**config.mk**
```make
export PLATFORM = sky130hd
export DESIGN_NAME = button_click_classifier_flat
export DESIGN_NICKNAME = d
export VERILOG_FILES = /design/src/bcc_pkg.sv /design/src/bcc_if.sv /design/src/button_click_classifier.sv /design/src/bcc_regs.sv /design/src/bcc_lane.sv /design/src/bcc_merge.sv /design/src/flat_wrapper.sv
export SDC_FILE = /design/constraint.sdc
export NUM_CORES = 1
export LEC_CHECK = 0
export ABC_AREA = 0
export ABC_CLOCK_PERIOD_IN_PS = 5400
export BUFFER_PORTS_ARGS = -buffer_cell sky130_fd_sc_hd__buf_2
export CAP_MARGIN = 10
export CELL_PAD_IN_SITES_DETAIL_PLACEMENT = 0
export CELL_PAD_IN_SITES_GLOBAL_PLACEMENT = 1
export CORE_MARGIN = 2
export CORE_UTILIZATION = 45
export DETAILED_ROUTE_END_ITERATION = 10
export PLACE_DENSITY = 0.77
export SYNTH_ARGS = -nofsm -noshare
export SYNTH_HDL_FRONTEND = slang
export SYNTH_SLANG_ARGS = --single-unit
```
**constraint.sdc**
```tcl
create_clock -name clk -period 5.4 [get_ports clk]
set_input_delay 0.81 -clock clk [delete_from_list [all_inputs] [get_ports clk]]
set_output_delay 0.81 -clock clk [all_outputs]
set_load 0.1 [all_outputs]
```
**src/bcc_pkg.sv**
```systemverilog
// Shared types, constants and helper functions for the button click classifier.
// No dependencies; every other file of the block but bcc_if imports this package.
package bcc_pkg;

    localparam int NUM_BUTTONS = 3;
    localparam int TIMER_BITS  = 16;
    localparam int CFG_W       = 16;
    localparam int CMP_W       = (TIMER_BITS > CFG_W) ? TIMER_BITS : CFG_W;
    localparam int COUNT_W     = 3;
    localparam int ADDR_W      = 4;
    localparam int DATA_W      = 32;

    localparam logic [COUNT_W-1:0] COUNT_MAX = '1;

    localparam logic [CFG_W-1:0] CLICK_MIN_RESET = 16'd100;
    localparam logic [CFG_W-1:0] HOLD_RESET      = 16'd500;
    localparam logic [CFG_W-1:0] GAP_RESET       = 16'd400;

    typedef enum logic [1:0] {
        REG_CLICK_MIN = 2'd0,
        REG_HOLD      = 2'd1,
        REG_GAP       = 2'd2
    } reg_index_t;

    typedef enum logic [1:0] {
        PH_IDLE    = 2'd0,
        PH_PRESSED = 2'd1,
        PH_GAP     = 2'd2
    } phase_t;

    typedef enum logic [2:0] {
        EV_NONE     = 3'd0,
        EV_SINGLE   = 3'd1,
        EV_DOUBLE   = 3'd2,
        EV_FIVE     = 3'd3,
        EV_HOLD     = 3'd4,
        EV_RELEASED = 3'd5
    } btn_event_t;

    typedef struct packed {
        logic [CFG_W-1:0] click_min_ms;
        logic [CFG_W-1:0] hold_ms;
        logic [CFG_W-1:0] gap_ms;
    } cfg_t;

    function automatic logic [TIMER_BITS-1:0] sat_inc(input logic [TIMER_BITS-1:0] t);
        logic [TIMER_BITS-1:0] r;
        r = (&t) ? t : t + 1'b1;
        return r;
    endfunction

    function automatic btn_event_t classify(input logic [COUNT_W-1:0] count);
        btn_event_t r;
        case (count)
            3'd1:    r = EV_SINGLE;
            3'd2:    r = EV_DOUBLE;
            3'd5:    r = EV_FIVE;
            default: r = EV_NONE;
        endcase
        return r;
    endfunction

endpackage

```
**src/bcc_if.sv**
```systemverilog
// Handshake channels of the button click classifier: tick input and event output.
// Depends on nothing but the fixed field widths of the block.
interface bcc_in_if;
    logic valid;
    logic ready;
    logic button0_pressed;
    logic button1_pressed;
    logic button2_pressed;

    modport source (output valid, output button0_pressed, output button1_pressed,
                    output button2_pressed, input ready);
    modport sink   (input valid, input button0_pressed, input button1_pressed,
                    input button2_pressed, output ready);
endinterface

interface bcc_out_if;
    logic       valid;
    logic       ready;
    logic [2:0] button0_event;
    logic [2:0] button1_event;
    logic [2:0] button2_event;

    modport source (output valid, output button0_event, output button1_event,
                    output button2_event, input ready);
    modport sink   (input valid, input button0_event, input button1_event,
                    input button2_event, output ready);
endinterface

```
**src/button_click_classifier.sv**
```systemverilog
// Button click classifier top level: lanes, merging stage and APB registers.
// Depends on bcc_pkg, bcc_if, bcc_regs, bcc_lane and bcc_merge.
//
//   channel   direction   carries
//   in_ch     sink        one tick: buttonN_pressed
//   out_ch    source      one result: buttonN_event
//   APB       slave       click_min_ms, hold_ms, gap_ms at 0x0, 0x4, 0x8
//
// One item is accepted per cycle unless out_ch stalls; result next cycle.
// Each lane updates its timers and click count in the accepting cycle.
// The output register lets a new item in while the held result is taken.
// Reset loads the register defaults and returns all lanes to idle.
module button_click_classifier (
    input  logic                          clk,
    input  logic                          rst_n,
    bcc_in_if.sink                        in_ch,
    bcc_out_if.source                     out_ch,
    input  logic                          psel,
    input  logic                          penable,
    input  logic                          pwrite,
    input  logic [bcc_pkg::ADDR_W-1:0]    paddr,
    input  logic [bcc_pkg::DATA_W-1:0]    pwdata,
    output logic [bcc_pkg::DATA_W-1:0]    prdata,
    output logic                          pready
);
    import bcc_pkg::*;

    cfg_t                   cfg;
    logic [NUM_BUTTONS-1:0] level;
    btn_event_t             lane_ev [NUM_BUTTONS];
    logic                   ready;
    logic                   accept;

    assign level       = {in_ch.button2_pressed, in_ch.button1_pressed,
                          in_ch.button0_pressed};
    assign in_ch.ready = ready;
    assign accept      = in_ch.valid && ready;

    bcc_regs u_regs (
        .clk     (clk),
        .rst_n   (rst_n),
        .psel    (psel),
        .penable (penable),
        .pwrite  (pwrite),
        .paddr   (paddr),
        .pwdata  (pwdata),
        .prdata  (prdata),
        .pready  (pready),
        .cfg     (cfg)
    );

    for (genvar i = 0; i < NUM_BUTTONS; i++)
    begin : g_lane
        bcc_lane u_lane (
            .clk    (clk),
            .rst_n  (rst_n),
            .accept (accept),
            .level  (level[i]),
            .cfg    (cfg),
            .ev     (lane_ev[i])
        );
    end

    bcc_merge u_merge (
        .clk      (clk),
        .rst_n    (rst_n),
        .in_valid (in_ch.valid),
        .in_ready (ready),
        .lane_ev  (lane_ev),
        .out_ch   (out_ch)
    );

endmodule

```
**src/bcc_regs.sv**
```systemverilog
// APB configuration registers: click minimum, hold time and gap time.
// Depends on bcc_pkg.
module bcc_regs (
    input  logic                          clk,
    input  logic                          rst_n,
    input  logic                          psel,
    input  logic                          penable,
    input  logic                          pwrite,
    input  logic [bcc_pkg::ADDR_W-1:0]    paddr,
    input  logic [bcc_pkg::DATA_W-1:0]    pwdata,
    output logic [bcc_pkg::DATA_W-1:0]    prdata,
    output logic                          pready,
    output bcc_pkg::cfg_t                 cfg
);
    import bcc_pkg::*;

    cfg_t       cfg_reg;
    cfg_t       cfg_next;
    reg_index_t index;
    logic       wr_en;

    assign pready = 1'b1;
    assign index  = reg_index_t'(paddr[3:2]);
    assign wr_en  = psel && penable && pwrite;
    assign cfg    = cfg_reg;

    always_comb
    begin
        cfg_next = cfg_reg;
        if (wr_en)
        begin
            case (index)
                REG_CLICK_MIN: cfg_next.click_min_ms = pwdata[CFG_W-1:0];
                REG_HOLD:      cfg_next.hold_ms      = pwdata[CFG_W-1:0];
                REG_GAP:       cfg_next.gap_ms       = pwdata[CFG_W-1:0];
                default:       cfg_next              = cfg_reg;
            endcase
        end
    end

    always_comb
    begin
        case (index)
            REG_CLICK_MIN: prdata = DATA_W'(cfg_reg.click_min_ms);
            REG_HOLD:      prdata = DATA_W'(cfg_reg.hold_ms);
            REG_GAP:       prdata = DATA_W'(cfg_reg.gap_ms);
            default:       prdata = '0;
        endcase
    end

    always_ff @(posedge clk or negedge rst_n)
    begin
        if (!rst_n)
        begin
            cfg_reg.click_min_ms <= CLICK_MIN_RESET;
            cfg_reg.hold_ms      <= HOLD_RESET;
            cfg_reg.gap_ms       <= GAP_RESET;
        end
        else
        begin
            cfg_reg <= cfg_next;
        end
    end

endmodule

```
**src/bcc_lane.sv**
```systemverilog
// One button lane: press and gap timers, click count and hold flag.
// Depends on bcc_pkg; computes the event of the current tick from its state.
module bcc_lane (
    input  logic                 clk,
    input  logic                 rst_n,
    input  logic                 accept,
    input  logic                 level,
    input  bcc_pkg::cfg_t        cfg,
    output bcc_pkg::btn_event_t  ev
);
    import bcc_pkg::*;

    phase_t               phase_reg;
    phase_t               phase_next;
    logic [TIMER_BITS-1:0] press_reg;
    logic [TIMER_BITS-1:0] press_next;
    logic [TIMER_BITS-1:0] gap_reg;
    logic [TIMER_BITS-1:0] gap_next;
    logic [COUNT_W-1:0]    count_reg;
    logic [COUNT_W-1:0]    count_next;
    logic                  hold_reg;
    logic                  hold_next;
    logic [TIMER_BITS-1:0] press_inc;
    logic [TIMER_BITS-1:0] gap_inc;

    assign press_inc = sat_inc(press_reg);
    assign gap_inc   = sat_inc(gap_reg);

    always_comb
    begin
        phase_next = phase_reg;
        press_next = press_reg;
        gap_next   = gap_reg;
        count_next = count_reg;
        hold_next  = hold_reg;
        ev         = EV_NONE;
        if (level)
        begin
            if (phase_reg != PH_PRESSED)
            begin
                phase_next = PH_PRESSED;
                press_next = '0;
                hold_next  = 1'b0;
            end
            else
            begin
                press_next = press_inc;
            end
            if (!hold_next && CMP_W'(press_next) >= CMP_W'(cfg.hold_ms))
            begin
                hold_next = 1'b1;
                ev        = EV_HOLD;
            end
        end
        else
        begin
            case (phase_reg)
                PH_PRESSED:
                begin
                    if (hold_reg)
                    begin
                        phase_next = PH_IDLE;
                        press_next = '0;
                        gap_next   = '0;
                        count_next = '0;
                        hold_next  = 1'b0;
                        ev         = EV_RELEASED;
                    end
                    else
                    begin
                        press_next = press_inc;
                        if (CMP_W'(press_inc) >= CMP_W'(cfg.click_min_ms)
                            && CMP_W'(press_inc) < CMP_W'(cfg.hold_ms)
                            && count_reg != COUNT_MAX)
                        begin
                            count_next = count_reg + 1'b1;
                        end
                        phase_next = PH_GAP;
                        gap_next   = '0;
                        if (cfg.gap_ms == '0)
                        begin
                            ev         = classify(count_next);
                            phase_next = PH_IDLE;
                            press_next = '0;
                            count_next = '0;
                        end
                    end
                end
                PH_GAP:
                begin
                    gap_next = gap_inc;
                    if (CMP_W'(gap_inc) >= CMP_W'(cfg.gap_ms))
                    begin
                        ev         = classify(count_reg);
                        phase_next = PH_IDLE;
                        press_next = '0;
                        gap_next   = '0;
                        count_next = '0;
                        hold_next  = 1'b0;
                    end
                end
                default:
                begin
                    phase_next = PH_IDLE;
                end
            endcase
        end
    end

    always_ff @(posedge clk or negedge rst_n)
    begin
        if (!rst_n)
        begin
            phase_reg <= PH_IDLE;
            press_reg <= '0;
            gap_reg   <= '0;
            count_reg <= '0;
            hold_reg  <= 1'b0;
        end
        else if (accept)
        begin
            phase_reg <= phase_next;
            press_reg <= press_next;
            gap_reg   <= gap_next;
            count_reg <= count_next;
            hold_reg  <= hold_next;
        end
    end

endmodule

```
**src/bcc_merge.sv**
```systemverilog
// Merging stage: gathers the lane events of one tick into the output register.
// Depends on bcc_pkg and bcc_out_if.
module bcc_merge (
    input  logic                 clk,
    input  logic                 rst_n,
    input  logic                 in_valid,
    output logic                 in_ready,
    input  bcc_pkg::btn_event_t  lane_ev [bcc_pkg::NUM_BUTTONS],
    bcc_out_if.source            out_ch
);
    import bcc_pkg::*;

    logic       valid_reg;
    logic       valid_next;
    btn_event_t ev_reg [NUM_BUTTONS];
    logic       load;

    assign in_ready = !valid_reg || out_ch.ready;
    assign load     = in_valid && in_ready;

    always_comb
    begin
        valid_next = valid_reg;
        if (load)
        begin
            valid_next = 1'b1;
        end
        else if (out_ch.ready)
        begin
            valid_next = 1'b0;
        end
    end

    always_ff @(posedge clk or negedge rst_n)
    begin
        if (!rst_n)
        begin
            valid_reg <= 1'b0;
        end
        else
        begin
            valid_reg <= valid_next;
        end
    end

    always_ff @(posedge clk)
    begin
        if (load)
        begin
            ev_reg <= lane_ev;
        end
    end

    assign out_ch.valid         = valid_reg;
    assign out_ch.button0_event = ev_reg[0];
    assign out_ch.button1_event = ev_reg[1];
    assign out_ch.button2_event = ev_reg[2];

endmodule
```
**src/flat_wrapper.sv**
```systemverilog
// flat-port wrapper written by rule: the top's interface ports become plain ports
module button_click_classifier_flat import bcc_pkg::*;
  (clk, rst_n, psel, penable, pwrite, paddr, pwdata, prdata, pready, in_ch_valid, in_ch_button0_pressed, in_ch_button1_pressed, in_ch_button2_pressed, in_ch_ready, out_ch_valid, out_ch_button0_event, out_ch_button1_event, out_ch_button2_event, out_ch_ready);
  bcc_in_if in_ch_i ();
  bcc_out_if out_ch_i ();
  input  logic clk;
  input  logic rst_n;
  input  logic psel;
  input  logic penable;
  input  logic pwrite;
  input  logic [bcc_pkg::ADDR_W-1:0] paddr;
  input  logic [bcc_pkg::DATA_W-1:0] pwdata;
  output logic [bcc_pkg::DATA_W-1:0] prdata;
  output logic pready;
  input wire logic [$bits(in_ch_i.valid)-1:0] in_ch_valid;
  input wire logic [$bits(in_ch_i.button0_pressed)-1:0] in_ch_button0_pressed;
  input wire logic [$bits(in_ch_i.button1_pressed)-1:0] in_ch_button1_pressed;
  input wire logic [$bits(in_ch_i.button2_pressed)-1:0] in_ch_button2_pressed;
  output wire logic [$bits(in_ch_i.ready)-1:0] in_ch_ready;
  output wire logic [$bits(out_ch_i.valid)-1:0] out_ch_valid;
  output wire logic [$bits(out_ch_i.button0_event)-1:0] out_ch_button0_event;
  output wire logic [$bits(out_ch_i.button1_event)-1:0] out_ch_button1_event;
  output wire logic [$bits(out_ch_i.button2_event)-1:0] out_ch_button2_event;
  input wire logic [$bits(out_ch_i.ready)-1:0] out_ch_ready;
  assign in_ch_i.valid = in_ch_valid;
  assign in_ch_i.button0_pressed = in_ch_button0_pressed;
  assign in_ch_i.button1_pressed = in_ch_button1_pressed;
  assign in_ch_i.button2_pressed = in_ch_button2_pressed;
  assign in_ch_ready = in_ch_i.ready;
  assign out_ch_valid = out_ch_i.valid;
  assign out_ch_button0_event = out_ch_i.button0_event;
  assign out_ch_button1_event = out_ch_i.button1_event;
  assign out_ch_button2_event = out_ch_i.button2_event;
  assign out_ch_i.ready = out_ch_ready;
  button_click_classifier u_core (.clk(clk), .rst_n(rst_n), .in_ch(in_ch_i), .out_ch(out_ch_i), .psel(psel), .penable(penable), .pwrite(pwrite), .paddr(paddr), .pwdata(pwdata), .prdata(prdata), .pready(pready));
endmodule
```
==> impl_metrics.toml <==
[critical_path]
critPathLaunch = "u_core.g_lane[2].u_lane.press_reg[0]"
critPathMaxFanout = 8
r2r_start = "u_core.g_lane[2].u_lane.press_reg[0]"
rr_worst_depth = 19
crit_required_ns = 5.72
crit_chain = "ha_1 > nand4_2 > nor4_4 > buf_4 > nor2_1 > nand3_1 > nor3_1 > and4_1 > xnor2_1 > inv_1 > ha_1 > a211oi_1 > o21ai_0 > a21oi_1 > o21ai_0 > a31oi_1 > o211ai_1 > a2111oi_2 > a31o_1"
path_depth = 19
crit_family = "compound AO/OA/AOI/OAI gates"
ff2ff_setup_slack_ns = 0.57
slowest_delay_ns = 0.51
crit_path_top_delay_cell = "a31oi_1"
path_class = "reg -> reg"
cp_data_arrival_time_ns = 5.15
worstSetupEndpoint = "u_core.u_merge.out_ch.button2_event[1]"
start_kind = "flop"
r2r_end = "u_core.u_merge.out_ch.button2_event[1]"
path_buf_inv = 2
end_kind = "flop"

[floorplanning]
die_h_microns = 185
io_pins = 90
dieArea_sq_um = 34200
start_util_pct = 45.4
fp.coreArea_sq_um = 32400
dieWidth_microns = 185
core.rowCount = 66

[placement]
dp_hpwl_microns = 31600
gp_congestion = 0.863
port_buffers = 54

[cts]
insertion_delay_ns = 0.46
post_cts_buffers = 0
numCtsBuffers = 17
hold_buffers = 0
cts-root-buf = "clkbuf_16"
cts-resized-gates = 0
htreeDepth = 4
cts_buffer_depth = 2
cts_tree = "yes"
clk_pin_slew_ns = 0.07
cts_sinks = 172

[synthesis]
synth_warnings = 0
async_flop_share_pct = 94.8
syn-cell-area_sq_um = 14700
ys_ff_latch = 172
synth_compound_area_share_pct = 19.2
synthCells = 1703
ys_seq_area_share_pct = 29.7
muxShareOfSynthArea_pct = 4.11
synthAdderAreaFrac_pct = 18.4
synth.distinct_cells = 74
yosys.area_share.simple_pct = 18.5
synth_top_family_by_area = "compound AO/OA/AOI/OAI gates"
synthXorXnorAreaFrac_pct = 4.64
ys.flop_type = "dfrtp_1"
syn_area_per_cell_sq_um = 8.64
synth-edff-count = 9

[timing]
timing.fmax_ghz = 0.207
setup_viol = 0
rsz0062_at_grt = "false"
fin_worst_skew_ns = 0.0176
tns_ns = 0
holdWs_ns = 0.421
min_period_ns = 4.83
slew_headroom_pct = 30.8
worst_pin_slew_ns = 1.03
final_max_slew_viol_count = 0
fin_crit_sh_pct = 89.4
finalHoldViolCount = 0

[final_layout]
fin_nets = 1996
fillCellCount = 3148
layout_commonest_cell = "ha_1"
drive_gt1_share_pct = 10.6
most-common-layout-cells = "ha_1, nand2_1, o21ai_0"
syn_to_final_growth_pct = 8.68
antenna_cells_inserted = 0

[power]
switching_power_mw = 2.32
p_leak_nw = 7.91
internal-power_mw = 2.94
clkPwrFrac_pct = 23.6
switching_share_pct = 44.1
pwr_density_cell_nw_per_um2 = 329
seqPwrFrac_pct = 32.6
comb_power_share_pct = 43.8
ir_drop_uv = 269

[route]
wire_per_inst_microns = 19.1
dr.pass1.iters = 6
drt_iter0_drc = 809
routed_wl_microns = 41700
num_vias = 12600
drc = 0
vias_per_cell = 5.74
ant_nets = 0

[global_route]
grt_max_degree = 88
grt_overflow = 0
grt_pass1_vias = 12100
track_usage_pct = 25.3
antenna_found_initial = 0
grt_pass1_wl_microns = 66300

[hold_path]
hp-class = "in -> async"

[status]
status = "finished clean"

[flow_run]
max_cap_violations = 0
cell families after synthesis:
| group | after synthesis |
|---|---|
| flip-flops | 172 |
| adder cells (fa/ha/maj) | 216 |
| other | 2 |
| AND/OR/NAND/NOR | 542 |
| XOR/XNOR | 78 |
| buffers and inverters | 197 |
| AO/OA/AOI/OAI | 440 |
| multiplexers | 56 |
area by class of cell:
cell class              count  area [sq um]  area share, %
inverters                 117           439           2.75
flip-flops and latches    172          4360           27.3
repair buffers             77           449           2.81
well taps                 442           553           3.46
clock buffers              20           447           2.79
clock inverters            12           114          0.712
multi-input cells        1349          9620           60.2
worst reg2reg max path: cells and delay by family (launching register included):
kind                     cells  cell delay, ns
buffers and inverters        2            0.30
flip-flops                   1            0.46
adder cells (fa/ha/maj)      2            0.62
XOR/XNOR                     1            0.20
AO/OA/AOI/OAI                8            1.84
AND/OR/NAND/NOR              6            1.28
worst min-delay path by stage:
| stage | start | to | slack (ns) | cells after the start |
|---|---|---|---|---|
| after floorplan | u_core.g_lane[2].u_lane.gap_reg[12] | u_core.g_lane[2].u_lane.gap_reg[12] | 0.47 | 2 |
| after global placement | u_core.g_lane[2].u_lane.gap_reg[12] | u_core.g_lane[2].u_lane.gap_reg[12] | 0.50 | 2 |
| after detailed placement | u_core.g_lane[2].u_lane.gap_reg[12] | u_core.g_lane[2].u_lane.gap_reg[12] | 0.50 | 2 |
| after CTS | rst_n | u_core.g_lane[0].u_lane.press_reg[8] | 0.46 | 1 |
| after global routing | rst_n | u_core.g_lane[0].u_lane.press_reg[15] | 0.48 | 1 |
| final | rst_n | u_core.g_lane[0].u_lane.press_reg[8] | 0.42 | 1 |
cell usage after synthesis, drive strengths merged (20+ instances only):
master  instances  area, sq um
ha            216         2700
mux2i          30          300
mux2           25          282
a21o           49          368
nand3          59          308
clkbuf         57          214
nand2b         27          169
nor2           85          319
buf            23          156
xor2           32          280
o21ai         157          786
nand2         189          709
dfrtp         151         3780
nor2b          27          169
o31ai          58          435
and3           25          161
xnor2          46          403
and2           20          125
inv           115          432
nand4          38          250
a21oi          57          285
per-layer routing:
layer	global-route usage, %	wire (microns)
met5	0	0
met4	7.46	936
met2	42.1	19900
met3	3.93	1500
met1	33.8	19400
stage by stage:
| stage | setup slack [ns] | total power, mW | instances | util, % | instance area, sq um |
|---|---|---|---|---|---|
| floorplan | 0.667 | 3.35 | 1718 | - | 14800 |
| global placement | 0.682 | 3.96 | 2157 | 47.7 | 15400 |
| detailed placement | 0.636 | 4.02 | 2157 | 47.7 | 15400 |
| CTS | 0.591 | 5.28 | 2189 | 49.4 | 16000 |
| global route | 0.0237 | 5.64 | 2189 | 49.4 | 16000 |
| finish | 0.573 | 5.26 | 2189 | 49.4 | 16000 |
power groups by stage:
stage | sequential (mW) | clock (mW) | combinational [mW]
2_1_floorplan | 1.70 | 0 | 1.65
3_3_place_gp | 1.72 | 0 | 2.23
3_5_place_dp | 1.73 | 0 | 2.29
4_1_cts | 1.71 | 1.26 | 2.30
5_1_grt | 1.74 | 1.33 | 2.57
6_report | 1.72 | 1.24 | 2.31
Power figures use the tool's default switching activity.
